--- src/rtl/core/ats_pkg.sv ---
// Types and constants shared by the averaged temperature sensor modules.
package ats_pkg;

    localparam int W_CHAN    = 2;
    localparam int W_SAMPLE  = 12;
    localparam int W_TEMP    = 14;
    localparam int W_ARG     = 40;
    localparam int W_ROOT    = 20;
    localparam int W_PROD    = 42;
    localparam int W_QTEMP   = 16;
    localparam int W_DIVISOR = 27;
    localparam int FRAC_BITS = 32;
    localparam int DIV_STEPS  = 8;
    localparam int SQRT_STEPS = 4;

    localparam logic [W_CHAN-1:0] CH_TOP  = 2'd0;
    localparam logic [W_CHAN-1:0] CH_SIDE = 2'd1;
    localparam logic [W_CHAN-1:0] CH_BREW = 2'd2;
    localparam logic [W_CHAN-1:0] CH_NONE = 2'd3;

    localparam logic [W_TEMP-1:0] TEMP_INVALID = 14'd15984;
    localparam logic [W_TEMP-1:0] TEMP_RESET   = 14'd14208;
    localparam logic [W_TEMP-1:0] TEMP_MAX     = 14'd16383;
    localparam logic [W_TEMP-1:0] LOW_LIMIT_RESET  = 14'd160;
    localparam logic [W_TEMP-1:0] HIGH_LIMIT_RESET = 14'd2400;

    localparam logic [63:0] CURVE_A = 64'd22310818;
    localparam logic [63:0] CURVE_B = 64'd1732;
    localparam logic [63:0] SCALE_D = 64'd100000;
    localparam logic [21:0] ROOT_K  = 22'd3125000;
    localparam logic [W_PROD-1:0] Y_OFFSET = 42'd2728331136000;
    localparam logic [W_DIVISOR-1:0] T_DIVISOR = 27'd110848000;

    localparam logic REG_LOW_LIMIT  = 1'b0;
    localparam logic REG_HIGH_LIMIT = 1'b1;

    typedef enum logic {
        DIV_ARG,
        DIV_TEMP
    } t_div_sel;

    typedef struct packed {
        logic     load;
        logic     rd;
        logic     merge;
        logic     mark_bad;
        logic     num;
        logic     div_start;
        t_div_sel div_sel;
        logic     sqrt_start;
        logic     mul;
        logic     offs;
        logic     limit;
        logic     finish;
    } t_cmd;

    typedef struct packed {
        logic drop;
        logic failed;
        logic div_done;
        logic sqrt_done;
        logic y_neg;
        logic out_busy;
    } t_status;

endpackage

--- src/rtl/core/ats_div.sv ---
// Iterative restoring divider, several quotient bits per cycle.
module ats_div #(
    parameter int DW    = 64,
    parameter int VW    = 27,
    parameter int STEPS = 8
) (
    input  logic          i_clk,
    input  logic          i_rst_n,
    input  logic          i_start,
    input  logic [DW-1:0] i_dividend,
    input  logic [VW-1:0] i_divisor,
    output logic          o_done,
    output logic [DW-1:0] o_quot
);

    localparam int CYC   = DW / STEPS;
    localparam int W_CNT = $clog2(CYC + 1);

    logic [DW-1:0]    r_q;
    logic [VW-1:0]    r_rem;
    logic [VW-1:0]    r_dvs;
    logic [W_CNT-1:0] r_cnt;
    logic             r_busy;
    logic             r_done;

    logic [DW-1:0] w_q;
    logic [VW-1:0] w_rem;
    logic [VW:0]   w_trial;

    always_comb begin
        w_q     = r_q;
        w_rem   = r_rem;
        w_trial = '0;
        for (int k = 0; k < STEPS; k++) begin
            w_trial = {w_rem, w_q[DW-1]};
            w_q     = {w_q[DW-2:0], 1'b0};
            if (w_trial >= {1'b0, r_dvs}) begin
                w_rem  = VW'(w_trial - {1'b0, r_dvs});
                w_q[0] = 1'b1;
            end else begin
                w_rem = w_trial[VW-1:0];
            end
        end
    end

    always_ff @(posedge i_clk) begin
        if (!i_rst_n) begin
            r_busy <= 1'b0;
            r_done <= 1'b0;
            r_cnt  <= '0;
        end else begin
            r_done <= 1'b0;
            if (i_start) begin
                r_busy <= 1'b1;
                r_cnt  <= W_CNT'(CYC);
            end else if (r_busy) begin
                r_cnt <= r_cnt - 1'b1;
                if (r_cnt == W_CNT'(1)) begin
                    r_busy <= 1'b0;
                    r_done <= 1'b1;
                end
            end
        end
    end

    always_ff @(posedge i_clk) begin
        if (i_start) begin
            r_q   <= i_dividend;
            r_rem <= '0;
            r_dvs <= i_divisor;
        end else if (r_busy) begin
            r_q   <= w_q;
            r_rem <= w_rem;
        end
    end

    assign o_done = r_done;
    assign o_quot = r_q;

endmodule

--- src/rtl/core/ats_sqrt.sv ---
// Iterative integer square root, several root bits per cycle.
module ats_sqrt (
    input  logic                      i_clk,
    input  logic                      i_rst_n,
    input  logic                      i_start,
    input  logic [ats_pkg::W_ARG-1:0]  i_arg,
    output logic                      o_done,
    output logic [ats_pkg::W_ROOT-1:0] o_root
);
    import ats_pkg::*;

    localparam int RW    = W_ROOT;
    localparam int CYC   = RW / SQRT_STEPS;
    localparam int W_CNT = $clog2(CYC + 1);

    logic [W_ARG-1:0] r_a;
    logic [RW-1:0]    r_root;
    logic [RW+1:0]    r_rem;
    logic [W_CNT-1:0] r_cnt;
    logic             r_busy;
    logic             r_done;

    logic [W_ARG-1:0] w_a;
    logic [RW-1:0]    w_root;
    logic [RW+1:0]    w_rem;
    logic [RW+3:0]    w_rem2;
    logic [RW+3:0]    w_trial;

    always_comb begin
        w_a     = r_a;
        w_root  = r_root;
        w_rem   = r_rem;
        w_rem2  = '0;
        w_trial = '0;
        for (int k = 0; k < SQRT_STEPS; k++) begin
            w_rem2  = {w_rem, w_a[W_ARG-1:W_ARG-2]};
            w_a     = {w_a[W_ARG-3:0], 2'b00};
            w_trial = (RW + 4)'({w_root, 2'b01});
            if (w_rem2 >= w_trial) begin
                w_rem  = (RW + 2)'(w_rem2 - w_trial);
                w_root = {w_root[RW-2:0], 1'b1};
            end else begin
                w_rem  = (RW + 2)'(w_rem2);
                w_root = {w_root[RW-2:0], 1'b0};
            end
        end
    end

    always_ff @(posedge i_clk) begin
        if (!i_rst_n) begin
            r_busy <= 1'b0;
            r_done <= 1'b0;
            r_cnt  <= '0;
        end else begin
            r_done <= 1'b0;
            if (i_start) begin
                r_busy <= 1'b1;
                r_cnt  <= W_CNT'(CYC);
            end else if (r_busy) begin
                r_cnt <= r_cnt - 1'b1;
                if (r_cnt == W_CNT'(1)) begin
                    r_busy <= 1'b0;
                    r_done <= 1'b1;
                end
            end
        end
    end

    always_ff @(posedge i_clk) begin
        if (i_start) begin
            r_a    <= i_arg;
            r_root <= '0;
            r_rem  <= '0;
        end else if (r_busy) begin
            r_a    <= w_a;
            r_root <= w_root;
            r_rem  <= w_rem;
        end
    end

    assign o_done = r_done;
    assign o_root = r_root;

endmodule

--- src/rtl/core/ats_ctrl.sv ---
// Controller that sequences one sample through ring update and conversion.
module ats_ctrl (
    input  logic             i_clk,
    input  logic             i_rst_n,
    input  logic             i_s_valid,
    input  ats_pkg::t_status i_status,
    output logic             o_ready,
    output ats_pkg::t_cmd    o_cmd
);
    import ats_pkg::*;

    typedef enum logic [3:0] {
        S_IDLE,
        S_ADDR,
        S_MERGE,
        S_NUM,
        S_DIV1,
        S_WAIT1,
        S_ROOT,
        S_WAIT2,
        S_MUL,
        S_OFFS,
        S_DIV2,
        S_WAIT3,
        S_LIMIT,
        S_DONE
    } t_state;

    t_state r_state;
    logic   r_ready;
    t_cmd   w_cmd;

    always_ff @(posedge i_clk) begin
        if (!i_rst_n) begin
            r_state <= S_IDLE;
            r_ready <= 1'b1;
        end else begin
            unique case (r_state)
                S_IDLE: begin
                    if (i_s_valid && r_ready) begin
                        r_state <= S_ADDR;
                        r_ready <= 1'b0;
                    end
                end
                S_ADDR: begin
                    if (i_status.drop) begin
                        r_state <= S_IDLE;
                        r_ready <= 1'b1;
                    end else begin
                        r_state <= S_MERGE;
                    end
                end
                S_MERGE: r_state <= i_status.failed ? S_DONE : S_NUM;
                S_NUM:   r_state <= S_DIV1;
                S_DIV1:  r_state <= S_WAIT1;
                S_WAIT1: begin
                    if (i_status.div_done) r_state <= S_ROOT;
                end
                S_ROOT:  r_state <= S_WAIT2;
                S_WAIT2: begin
                    if (i_status.sqrt_done) r_state <= S_MUL;
                end
                S_MUL:   r_state <= S_OFFS;
                S_OFFS:  r_state <= i_status.y_neg ? S_DONE : S_DIV2;
                S_DIV2:  r_state <= S_WAIT3;
                S_WAIT3: begin
                    if (i_status.div_done) r_state <= S_LIMIT;
                end
                S_LIMIT: r_state <= S_DONE;
                S_DONE: begin
                    if (!i_status.out_busy) begin
                        r_state <= S_IDLE;
                        r_ready <= 1'b1;
                    end
                end
                default: begin
                    r_state <= S_IDLE;
                    r_ready <= 1'b1;
                end
            endcase
        end
    end

    always_comb begin
        w_cmd      = '0;
        w_cmd.load = i_s_valid & r_ready;
        unique case (r_state)
            S_ADDR:  w_cmd.rd = !i_status.drop;
            S_MERGE: begin
                w_cmd.merge    = 1'b1;
                w_cmd.mark_bad = i_status.failed;
            end
            S_NUM:   w_cmd.num = 1'b1;
            S_DIV1: begin
                w_cmd.div_start = 1'b1;
                w_cmd.div_sel   = DIV_ARG;
            end
            S_ROOT:  w_cmd.sqrt_start = 1'b1;
            S_MUL:   w_cmd.mul = 1'b1;
            S_OFFS: begin
                w_cmd.mark_bad = i_status.y_neg;
                w_cmd.offs     = !i_status.y_neg;
            end
            S_DIV2: begin
                w_cmd.div_start = 1'b1;
                w_cmd.div_sel   = DIV_TEMP;
            end
            S_LIMIT: w_cmd.limit = 1'b1;
            S_DONE:  w_cmd.finish = !i_status.out_busy;
            default: w_cmd.rd = 1'b0;
        endcase
    end

    assign o_ready = r_ready;
    assign o_cmd   = w_cmd;

endmodule

--- src/rtl/core/ats_datapath.sv ---
// Datapath: sample rings, running sums, curve evaluation and result register.
module ats_datapath #(
    parameter int RING_DEPTH = 8
) (
    input  logic                         i_clk,
    input  logic                         i_rst_n,
    input  ats_pkg::t_cmd                i_cmd,
    output ats_pkg::t_status             o_status,
    input  logic [ats_pkg::W_CHAN-1:0]   i_ch,
    input  logic [ats_pkg::W_SAMPLE-1:0] i_mv,
    input  logic                         i_failed,
    input  logic [ats_pkg::W_TEMP-1:0]   i_low_limit,
    input  logic [ats_pkg::W_TEMP-1:0]   i_high_limit,
    input  logic                         i_m_ready,
    output logic                         o_m_valid,
    output logic [ats_pkg::W_CHAN-1:0]   o_m_ch,
    output logic [ats_pkg::W_TEMP-1:0]   o_m_temp,
    output logic                         o_m_ok,
    output logic [ats_pkg::W_TEMP-1:0]   o_m_mean,
    output logic [ats_pkg::W_TEMP-1:0]   o_m_max
);
    import ats_pkg::*;

    localparam int W_SLOT    = $clog2(RING_DEPTH);
    localparam int W_SUM     = W_SAMPLE + W_SLOT;
    localparam int W_ADDR    = W_SLOT + 2;
    localparam int MEM_DEPTH = 3 * (2 ** W_SLOT);
    localparam logic [63:0] NUM_BASE_VAL = CURVE_A * 64'(RING_DEPTH);
    localparam int W_NUM = $clog2(NUM_BASE_VAL + 64'd1);
    localparam int DW = ((W_NUM + FRAC_BITS + DIV_STEPS - 1) / DIV_STEPS) * DIV_STEPS;
    localparam logic [W_NUM-1:0] NUM_BASE = W_NUM'(NUM_BASE_VAL);
    localparam logic [63:0] DIVISOR_ARG = SCALE_D * 64'(RING_DEPTH);
    localparam logic [W_SLOT-1:0] SLOT_LAST = W_SLOT'(RING_DEPTH - 1);

    logic [W_CHAN-1:0]   r_ch;
    logic [W_SAMPLE-1:0] r_mv;
    logic                r_failed;

    logic [W_SLOT-1:0] r_slot [0:2];
    logic [W_SUM-1:0]  r_sum  [0:2];
    logic [W_TEMP-1:0] r_temp [0:2];

    logic [W_SAMPLE-1:0]  mem [0:MEM_DEPTH-1];
    logic [MEM_DEPTH-1:0] r_valid;
    logic [W_SAMPLE-1:0]  r_rd_data;
    logic                 r_rd_valid;

    logic [W_NUM-1:0]  r_num;
    logic [W_PROD-1:0] r_prod;
    logic [W_PROD-1:0] r_y;
    logic              r_ok;
    logic [W_TEMP-1:0] r_res;

    logic              r_out_valid;
    logic [W_CHAN-1:0] r_out_ch;
    logic [W_TEMP-1:0] r_out_temp;
    logic              r_out_ok;
    logic [W_TEMP-1:0] r_out_mean;
    logic [W_TEMP-1:0] r_out_max;

    logic [W_CHAN-1:0]   w_ci;
    logic [W_ADDR-1:0]   w_addr;
    logic [W_SAMPLE-1:0] w_old;
    logic [W_SUM-1:0]    w_sum_new;
    logic [W_SLOT-1:0]   w_slot_new;
    logic [W_NUM-1:0]    w_num;
    logic [DW-1:0]       w_dividend;
    logic [W_DIVISOR-1:0] w_divisor;
    logic                w_div_done;
    logic [DW-1:0]       w_quot;
    logic                w_sqrt_done;
    logic [W_ROOT-1:0]   w_root;
    logic [W_QTEMP-1:0]  w_q16;
    logic                w_in_lim;
    logic [W_TEMP-1:0]   w_new;
    logic [W_TEMP-1:0]   w_top;
    logic [W_TEMP-1:0]   w_side;
    logic [W_TEMP:0]     w_pair;

    assign w_ci   = (r_ch == CH_NONE) ? CH_TOP : r_ch;
    assign w_addr = {w_ci, r_slot[w_ci]};
    assign w_old  = r_rd_valid ? r_rd_data : '0;

    assign w_sum_new  = r_sum[w_ci] - W_SUM'(w_old) + W_SUM'(r_mv);
    assign w_slot_new = r_failed ? r_slot[w_ci] :
                        ((r_slot[w_ci] == SLOT_LAST) ? '0 : r_slot[w_ci] + 1'b1);

    assign w_num = NUM_BASE - W_NUM'(r_sum[w_ci]) * W_NUM'(CURVE_B);

    assign w_dividend = (i_cmd.div_sel == DIV_ARG) ? DW'({r_num, {FRAC_BITS{1'b0}}})
                                                   : DW'(r_y);
    assign w_divisor  = (i_cmd.div_sel == DIV_ARG) ? W_DIVISOR'(DIVISOR_ARG) : T_DIVISOR;

    ats_div #(
        .DW    (DW),
        .VW    (W_DIVISOR),
        .STEPS (DIV_STEPS)
    ) u_div (
        .i_clk      (i_clk),
        .i_rst_n    (i_rst_n),
        .i_start    (i_cmd.div_start),
        .i_dividend (w_dividend),
        .i_divisor  (w_divisor),
        .o_done     (w_div_done),
        .o_quot     (w_quot)
    );

    ats_sqrt u_sqrt (
        .i_clk   (i_clk),
        .i_rst_n (i_rst_n),
        .i_start (i_cmd.sqrt_start),
        .i_arg   (w_quot[W_ARG-1:0]),
        .o_done  (w_sqrt_done),
        .o_root  (w_root)
    );

    assign w_q16    = w_quot[W_QTEMP-1:0];
    assign w_in_lim = (w_q16 <= W_QTEMP'(TEMP_MAX)) &&
                      (W_QTEMP'(i_low_limit) <= w_q16) &&
                      (w_q16 <= W_QTEMP'(i_high_limit));

    assign w_new  = r_ok ? r_res : TEMP_INVALID;
    assign w_top  = (w_ci == CH_TOP)  ? w_new : r_temp[CH_TOP];
    assign w_side = (w_ci == CH_SIDE) ? w_new : r_temp[CH_SIDE];
    assign w_pair = {1'b0, w_top} + {1'b0, w_side};

    always_ff @(posedge i_clk) begin
        if (i_cmd.rd) begin
            r_rd_data <= mem[w_addr];
        end
        if (i_cmd.merge) begin
            mem[w_addr] <= r_mv;
        end
    end

    always_ff @(posedge i_clk) begin
        if (!i_rst_n) begin
            r_valid    <= '0;
            r_rd_valid <= 1'b0;
            r_out_valid <= 1'b0;
            for (int c = 0; c < 3; c++) begin
                r_slot[c] <= '0;
                r_sum[c]  <= '0;
                r_temp[c] <= TEMP_RESET;
            end
        end else begin
            if (i_cmd.rd) begin
                r_rd_valid <= r_valid[w_addr];
            end
            if (i_cmd.merge) begin
                r_valid[w_addr] <= 1'b1;
                r_sum[w_ci]     <= w_sum_new;
                r_slot[w_ci]    <= w_slot_new;
            end
            if (i_cmd.finish) begin
                r_temp[w_ci] <= w_new;
                r_out_valid  <= 1'b1;
            end else if (i_m_ready) begin
                r_out_valid <= 1'b0;
            end
        end
    end

    always_ff @(posedge i_clk) begin
        if (i_cmd.load) begin
            r_ch     <= i_ch;
            r_mv     <= i_mv;
            r_failed <= i_failed;
        end
        if (i_cmd.num) begin
            r_num <= w_num;
        end
        if (i_cmd.mul) begin
            r_prod <= {{(W_PROD - W_ROOT){1'b0}}, w_root} * W_PROD'(ROOT_K);
        end
        if (i_cmd.offs) begin
            r_y <= r_prod - Y_OFFSET;
        end
        if (i_cmd.mark_bad) begin
            r_ok <= 1'b0;
        end else if (i_cmd.limit) begin
            r_ok  <= w_in_lim;
            r_res <= w_q16[W_TEMP-1:0];
        end
        if (i_cmd.finish) begin
            r_out_ch   <= w_ci;
            r_out_temp <= w_new;
            r_out_ok   <= r_ok;
            r_out_mean <= w_pair[W_TEMP:1];
            r_out_max  <= (w_top > w_side) ? w_top : w_side;
        end
    end

    assign o_status.drop      = (r_ch == CH_NONE);
    assign o_status.failed    = r_failed;
    assign o_status.div_done  = w_div_done;
    assign o_status.sqrt_done = w_sqrt_done;
    assign o_status.y_neg     = (r_prod < Y_OFFSET);
    assign o_status.out_busy  = r_out_valid & ~i_m_ready;

    assign o_m_valid = r_out_valid;
    assign o_m_ch    = r_out_ch;
    assign o_m_temp  = r_out_temp;
    assign o_m_ok    = r_out_ok;
    assign o_m_mean  = r_out_mean;
    assign o_m_max   = r_out_max;

endmodule

--- src/rtl/core/averaged_temperature_sensor.sv ---
// Top level of the three-channel averaged temperature sensor.
//
// Channel   Direction  Handshake                  Beat contents
// s_axis    in         tvalid / tready            one millivolt sample for one channel
// m_axis    out        tvalid / tready            new temperature with boiler mean and max
// apb       in         psel, penable, pready      low_limit at 0x0, high_limit at 0x4
//
// A good sample passes from acceptance through ring read, merge, numerator, a first divide,
// the square root unit, multiply, offset, a second divide and the limit check to its result;
// both divides run on the shared eight-bit-per-cycle divider.
// A failed read goes from the merge straight to its result, and a beat for channel three is
// dropped at the ring read without a result.
// Reset clears every ring through per-slot valid bits at once, so no clearing pass runs.
// A result that is not taken holds the controller in its final state; the next sample
// is accepted once that result has moved into the output register.
module averaged_temperature_sensor #(
    parameter int RING_DEPTH = 8
) (
    input  logic        i_clk,
    input  logic        i_rst_n,
    input  logic        s_axis_tvalid,
    output logic        s_axis_tready,
    input  logic [15:0] s_axis_tdata,  // sample_mv[11:0], zero pad[15:12]
    input  logic [2:0]  s_axis_tuser,  // channel[1:0], read_failed[2]
    output logic        m_axis_tvalid,
    input  logic        m_axis_tready,
    output logic [47:0] m_axis_tdata,  // temperature[13:0], boiler_mean[27:14],
                                       // boiler_max[41:28], zero pad[47:42]
    output logic [2:0]  m_axis_tuser,  // channel_out[1:0], in_range[2]
    input  logic        psel,
    input  logic        penable,
    input  logic        pwrite,
    input  logic [2:0]  paddr,
    input  logic [31:0] pwdata,
    output logic [31:0] prdata,
    output logic        pready
);
    import ats_pkg::*;

    logic [W_TEMP-1:0] r_low_limit;
    logic [W_TEMP-1:0] r_high_limit;

    t_cmd    w_cmd;
    t_status w_status;

    logic              w_m_valid;
    logic [W_CHAN-1:0] w_m_ch;
    logic [W_TEMP-1:0] w_m_temp;
    logic              w_m_ok;
    logic [W_TEMP-1:0] w_m_mean;
    logic [W_TEMP-1:0] w_m_max;

    assign pready = 1'b1;

    always_ff @(posedge i_clk) begin
        if (!i_rst_n) begin
            r_low_limit  <= LOW_LIMIT_RESET;
            r_high_limit <= HIGH_LIMIT_RESET;
        end else if (psel && penable && pwrite && pready) begin
            unique case (paddr[2])
                REG_LOW_LIMIT:  r_low_limit  <= pwdata[W_TEMP-1:0];
                REG_HIGH_LIMIT: r_high_limit <= pwdata[W_TEMP-1:0];
                default:        r_low_limit  <= r_low_limit;
            endcase
        end
    end

    always_comb begin
        unique case (paddr[2])
            REG_LOW_LIMIT:  prdata = 32'(r_low_limit);
            REG_HIGH_LIMIT: prdata = 32'(r_high_limit);
            default:        prdata = '0;
        endcase
    end

    ats_ctrl u_ctrl (
        .i_clk     (i_clk),
        .i_rst_n   (i_rst_n),
        .i_s_valid (s_axis_tvalid),
        .i_status  (w_status),
        .o_ready   (s_axis_tready),
        .o_cmd     (w_cmd)
    );

    ats_datapath #(
        .RING_DEPTH (RING_DEPTH)
    ) u_datapath (
        .i_clk        (i_clk),
        .i_rst_n      (i_rst_n),
        .i_cmd        (w_cmd),
        .o_status     (w_status),
        .i_ch         (s_axis_tuser[1:0]),
        .i_mv         (s_axis_tdata[W_SAMPLE-1:0]),
        .i_failed     (s_axis_tuser[2]),
        .i_low_limit  (r_low_limit),
        .i_high_limit (r_high_limit),
        .i_m_ready    (m_axis_tready),
        .o_m_valid    (w_m_valid),
        .o_m_ch       (w_m_ch),
        .o_m_temp     (w_m_temp),
        .o_m_ok       (w_m_ok),
        .o_m_mean     (w_m_mean),
        .o_m_max      (w_m_max)
    );

    assign m_axis_tvalid = w_m_valid;
    assign m_axis_tdata  = {6'b0, w_m_max, w_m_mean, w_m_temp};
    assign m_axis_tuser  = {w_m_ok, w_m_ch};

endmodule

--- config.mk ---
export PLATFORM = sky130hd
export DESIGN_NAME = averaged_temperature_sensor
export DESIGN_NICKNAME = d
export VERILOG_FILES = /design/src/rtl/core/ats_pkg.sv /design/src/rtl/core/ats_div.sv /design/src/rtl/core/ats_sqrt.sv /design/src/rtl/core/ats_ctrl.sv /design/src/rtl/core/ats_datapath.sv /design/src/rtl/core/averaged_temperature_sensor.sv
export SDC_FILE = /design/constraint.sdc
export NUM_CORES = 2
export LEC_CHECK = 0
export ABC_AREA = 0
export BUFFER_PORTS_ARGS = -buffer_cell sky130_fd_sc_hd__buf_2
export CORE_ASPECT_RATIO = 1.2
export CORE_MARGIN = 2
export CORE_UTILIZATION = 50
export CTS_CLUSTER_SIZE = 14
export DETAILED_ROUTE_END_ITERATION = 8
export PLACE_DENSITY = 0.67
export SYNTH_ARGS = -nofsm -noshare
export SYNTH_HDL_FRONTEND = slang
export SYNTH_SLANG_ARGS = --single-unit
--- constraint.sdc ---
create_clock -name i_clk -period 44 [get_ports i_clk]
set_input_delay 4.4 -clock i_clk [delete_from_list [all_inputs] [get_ports i_clk]]
set_output_delay 4.4 -clock i_clk [all_outputs]
set_load 0.1 [all_outputs]
# Word level (Yosys, flattened, before mapping)
# Memory sizes are Yosys's and may differ from the RTL's. A register that Yosys moved wholly into a read port is not among the register bits.
# Cells that the tools add are included.
# W data, S select, Z words.
[op_classes] addsub=20 mul=2 order_cmp=19 n_eq_ne=24 n_mux=97 bitwise_logic=10 reduce_logical=27
[ops] operator="$mux W27" n=9
[ops] operator="$ge A28 B27 Y1" n=8
[ops] operator="$sub A27 B27 Y27" n=8
[ops] operator="$mux W64" n=2
[ops] operator="$ge A24 B22 Y1" n=4
[ops] operator="$mux W22" n=4
[ops] operator="$sub A22 B22 Y22" n=4
[ops] operator="$mux W40" n=2
[ops] operator="$mux W14" n=5
[ops] operator="$pmux W32 S2" n=1
[ops] operator="$mux W60" n=1
[ops] operator="$pmux W4 S14" n=1
[ops] operator="$mux W1" n=46
[ops] operator="$lt A42 B42 Y1 const B" n=1
[ops] operator="$sub A42 B42 Y42 const B" n=1
[ops] operator="$mul A20 B19 Y39 const B" n=1
[ops] operator="$mux W4" n=8
[ops] operator="$sub A28 B26 Y28 const A" n=1
[ops] operator="$eq A4 B4 Y1 const B" n=6
[ops] operator="$mul A15 B9 Y24 const B" n=1
[ops] operator="$or A24 B24 Y24" n=1
[ops] operator="$mux W3" n=6
[ops] operator="$eq A4 B3 Y1 const B" n=4
[ops] operator="$le A14 B16 Y1" n=1
[ops] operator="42 further kinds" n=73
[totals] register_bits=454 ram_bits=384 in_bits=61 output_inout_bits=86 wordCells=237 mem_count=4
[mem_list] memory="u_datapath.mem" depth=24 word_bits=12 read_ports=1 rd_ports_with_merged_regs=1 wr=1 line="ats_datapath.sv:43" rtl="logic [W_SAMPLE-1:0] mem [0:MEM_DEPTH-1];"
[mem_list] memory="u_datapath.r_sum" depth=3 word_bits=15 read_ports=1 rd_ports_with_merged_regs=0 wr=3 line="ats_datapath.sv:40" rtl="logic [W_SUM-1:0] r_sum [0:2];"
[mem_list] memory="u_datapath.r_temp" depth=3 word_bits=14 read_ports=2 rd_ports_with_merged_regs=0 wr=3 line="ats_datapath.sv:41" rtl="logic [W_TEMP-1:0] r_temp [0:2];"
[mem_list] memory="u_datapath.r_slot" depth=3 word_bits=3 read_ports=1 rd_ports_with_merged_regs=0 wr=3 line="ats_datapath.sv:39" rtl="logic [W_SLOT-1:0] r_slot [0:2];"

# Logic depth before layout (Yosys ltp)
[depth] depth_word=18 ltp_mapped=103 depth_no_buf=90

# By module
# Synthesis repeated with hierarchy kept, for this count alone.
[hier_totals] hier_cells=6244 area_unflattened_um2=65815.6
[modules_own_cells] module="ats_datapath" instances=1 cells_each=2703 area_per_inst_um2=36409.9 seq_area_each_um2=17897.2
[modules_own_cells] module="ats_div" instances=1 cells_each=2187 area_per_inst_um2=18270.0 seq_area_each_um2=3393.3
[modules_own_cells] module="ats_sqrt" instances=1 cells_each=1120 area_per_inst_um2=9106.2 seq_area_each_um2=2142.1
[modules_own_cells] module="averaged_temperature_sensor" instances=1 cells_each=157 area_per_inst_um2=1505.2 seq_area_each_um2=560.5
[modules_own_cells] module="ats_ctrl" instances=1 cells_each=77 area_per_inst_um2=524.3 seq_area_each_um2=100.1

# Worst setup path after synthesis
# No wires, ideal clock.
[synth_timing] path_kind="register to register" start="reg u_datapath.u_div.r_dvs[25]" end="reg u_datapath.u_div.r_rem[9]" setup_time_ps=79 arrival_time_ps=21595 required_ps=43921 path_slack_ps=22325 path_stages_with_launch=97 n_path_buf=13 period_less_slack_ps=21675 cell_sequence="edfxtp_1 inv_1 ha_1 a2111oi_2 nand3_1 a2111o_1 buf_6 nand2_4 clkbuf_1 o21ai_0 ha_1 nor2b_1 o31a_1 or2_2 a32oi_1 mux2_1 a21oi_1 o31a_1 [61 not listed] nand2_1 or2_2 o41ai_1 o211ai_1 and2_1 a21oi_2 clkbuf_1 o21ai_0 xnor2_1 ha_1 inv_1 o21ai_1 a221o_1 a221o_1 nor2_1 buf_4 mux2_1 a211oi_2"
[synth_via] elab_chain_cells=16 word_cells_on_any_way=24 classes_between="add/sub: 8; order compare: 8; mux: 8"
[synth_lines] element="start, declared" line="ats_div.sv:21" rtl="logic [VW-1:0] r_dvs;"
[synth_lines] element="start signal, assigned" line="ats_div.sv:70" rtl="r_dvs <= i_divisor;"
[synth_lines] element="$sub A27 B27 Y27 / $ge A28 B27 Y1 (equally long branches)" line="ats_div.sv:38, ats_div.sv:37"
[synth_lines] element="$mux W27" line="ats_div.sv:37" rtl="if (w_trial >= {1'b0, r_dvs}) begin"
[synth_lines] element="$sub A27 B27 Y27 / $ge A28 B27 Y1 (equally long branches)" line="ats_div.sv:38, ats_div.sv:37"
[synth_lines] element="$mux W27" line="ats_div.sv:37"
[synth_lines] element="$ge A28 B27 Y1 / $sub A27 B27 Y27 (equally long branches)" line="ats_div.sv:37, ats_div.sv:38"
[synth_lines] element="$mux W27" line="ats_div.sv:37"
[synth_lines] element="$sub A27 B27 Y27 / $ge A28 B27 Y1 (equally long branches)" line="ats_div.sv:38, ats_div.sv:37"
[synth_lines] element="$mux W27" line="ats_div.sv:37"
[synth_lines] element="$sub A27 B27 Y27 / $ge A28 B27 Y1 (equally long branches)" line="ats_div.sv:38, ats_div.sv:37"
[synth_lines] element="$mux W27" line="ats_div.sv:37"
[synth_lines] element="$sub A27 B27 Y27 / $ge A28 B27 Y1 (equally long branches)" line="ats_div.sv:38, ats_div.sv:37"
[synth_lines] element="$mux W27" line="ats_div.sv:37"
[synth_lines] element="$sub A27 B27 Y27 / $ge A28 B27 Y1 (equally long branches)" line="ats_div.sv:38, ats_div.sv:37"
[synth_lines] element="$mux W27" line="ats_div.sv:37"
[synth_lines] element="$sub A27 B27 Y27 / $ge A28 B27 Y1 (equally long branches)" line="ats_div.sv:38, ats_div.sv:37"
[synth_lines] element="$mux W27 *" line="ats_div.sv:37"
[synth_lines] element="end signal, assigned" line="ats_div.sv:73" rtl="r_rem <= w_rem;"
[synth_lines] element="end, declared" line="ats_div.sv:20" rtl="logic [VW-1:0] r_rem;"
# Mark *: on every way between the ends. The rest lies on a longest branch, timed or not.
# A chain may end at the register's enable or synchronous reset.

# Worst setup path in the final report
# Same ends and word-level chain as after synthesis.

==> impl_metrics.toml <==
[outcome]
status = "finished clean"

[sta]
fin_crit_ns = 25.90
slew_headroom = 0.249
maxSlewViolCount = 0
hold_violations = 0
worst_pin_slew_ns = 1.12
rsz0062_at_grt = "no"
timing.fmax_ghz = 0.0386
setup_viol_count_final = 0
skew_ns = 0.0362
totalNegativeSetupSlack_ns = 0
fin_ws_ns = 18.10
post-route-period-util = 0.589

[synth]
netlist_area_um2 = 58800
synth-seq-cells = 824
synth.distinct_cells = 125
ys_top_cells_by_count = "edfxtp_1 (684), inv_1 (616), ha_1 (490), nand2_1 (490), nor2_1 (463)"
syn_inst = 5582
synth_area_leaders = "edfxtp_1 (35%), ha_1 (10%), fa_1 (7.3%)"
async_flop_share = 0
yosysTopAreaCellShare = 0.350
yosysTopAreaCell = "edfxtp_1"
ys_seq_area_frac = 0.397
post-synth-top-count-cell = "edfxtp_1"
ys.flop_type = "edfxtp_1"
syn_avg_cell_area_um2 = 10.5
yosysWarnings = 0
synth_edf_count = 684

[worst_setup_path]
end_kind = "flop"
cpMostUsedCell = "ha_1"
cp_slowest_cell = "a2111oi_4"
critPathLaunchType = "flop"
path_max_fanout = 32
rr_startpoint = "u_datapath.u_div.r_dvs[25]"
slowest_delay_ns = 0.78
cp.arrival_ns = 26.52
cp.required_ns = 44.62
cp.buffers_inverters = 6
crit_type = "flop to flop"
cpLargestDelayFamily = "simple AND/OR/NAND/NOR gates"
worstSetupStartpoint = "u_datapath.u_div.r_dvs[25]"
ff2ff_setup_slack_ns = 18.10

[layout]
drive_gt1_frac = 0.104
final_area_um2 = 63800
fin_cells = 7257
nets = 6418
area_delta_synth_final_pct = 8.56

[routing]
num_vias = 42661
wire_per_inst_um = 21.1
drt-pass1-iter-count = 7
antenna_left = 0
viasPerCell = 5.88
drt-total-wl_um = 153000
drc = 0
drt_iter0_markers = 3257

[place]
routabilityCongestion = 0.942
hpwlAfterDp_um = 115000
io_buffer_count = 97
place_ws_ns = 18.79
placed_cell_area_um2 = 60900
dp.cells = 7095

[global_route]
grt_pass1_wl_um = 238000
track_usage = 0.254
grt_max_degree = 68
overflow = 0
antenna_found_initial = 3
grt_pass1_vias = 42823

[clock_tree]
htreeDepth = 3
clk_path_buf_depth = 3
numCtsBuffers = 85
cts_resized = 0
clkTransAtPathRegs_ns = 0.06
cts_tree = "done"
cts.sinks = 824
root_buffer = "clkbuf_16"
cts_hold_repair.buffers = 0
cts_setup_buffers = 0
clk_latency_ns = 0.71

[die]
die_area_um2 = 120000
ioPinCount = 147
initial_utilization = 0.505
die_w_um = 317
die_h_um = 380
row_count = 137
coreArea_um2 = 116000

[min_path]
min_path_type = "flop to flop"
worstHoldStart = "u_datapath.r_prod[6]"

[job]
cap_violations = 0
[cell families (layout without fill, tap and decap cells)]
family                     Yosys count  count (layout)  share of synthesized area
DFF                                824             824                      0.397
xor gates and xnor gates           305             305                     0.0455
AOI/OAI and AO/OA                 1146            1146                      0.134
muxes                              274             274                     0.0712
and+or+nand+nor                   1507            1507                      0.120
buffers and inverters              820             941                     0.0553
adders and majority gates          704             704                      0.177
other                                2              27                   0.000128
[routing by layer]
metal  vias up  wire (µm)  track usage  share of wire
met4         0       5450       0.0901          0.036
met5         -          0            0              0
met3       303       7270       0.0345          0.047
met1     20972      61400        0.306           0.40
li1      20175          -            -              -
met2      1211      79300        0.458           0.52
[cell type report]
type | instances | area [µm²]
fill | 10057 | 52600
multi-input combinational | 3961 | 32400
sequential | 824 | 23300
inverter | 619 | 2320
clock buffer | 111 | 2280
tap | 1529 | 1910
timing repair buffer | 162 | 973
clock inverter | 49 | 573
antenna | 2 | 5.00
[worst register-to-register path: cells and delay by family, from the launching register on]
| kind | cells | cell delay, ns |
|---|---|---|
| AOI/OAI and AO/OA | 23 | 8.34 |
| and+or+nand+nor | 34 | 9.19 |
| muxes | 7 | 3.04 |
| DFF | 1 | 0.38 |
| xor gates and xnor gates | 1 | 0.25 |
| buffers and inverters | 6 | 1.35 |
| adders and majority gates | 8 | 3.31 |
[stage by stage]
step | hold slack (ns) | util
finish | 0.397 | 0.548
global route | 0.416 | 0.548
CTS | 0.397 | 0.548
detailed placement | 0.406 | 0.523
global placement | 0.406 | 0.523
floorplan | 0.400 | -
[final timing paths]
| path | to | cells after the start |
|---|---|---|
| max | u_datapath.u_div.r_rem[9] | 79 |
| min | u_datapath.r_y[6] | 0 |
| max reg2reg | u_datapath.u_div.r_rem[9] | 79 |
| min reg2reg | u_datapath.r_y[6] | 0 |
[placed cells by master (no fill, tap or decap), types with 139 or more instances in the layout]
master / n
dfxtp_1: 139
nand2_1: 488
o21ai_0: 204
a21oi_1: 328
inv_1: 613
xnor2_1: 187
edfxtp_1: 684
fa_1: 214
nor2_1: 443
ha_1: 489
[state kept, by name (all words and copies together) (netlist names), 26 cells and up]
register / flops
u_datapath.r_prod: 39
u_datapath.mem: 288
u_datapath.u_div.r_rem: 27
u_datapath.r_y: 39
u_datapath.u_sqrt.r_a: 40
u_datapath.r_sum: 60
u_datapath.r_temp: 28
u_datapath.u_div.o_quot: 64
u_datapath.r_num: 26
Power is left out: the tool's default activity adds up to more than one toggle a clock period on the data nets, which glitch-free logic cannot reach.
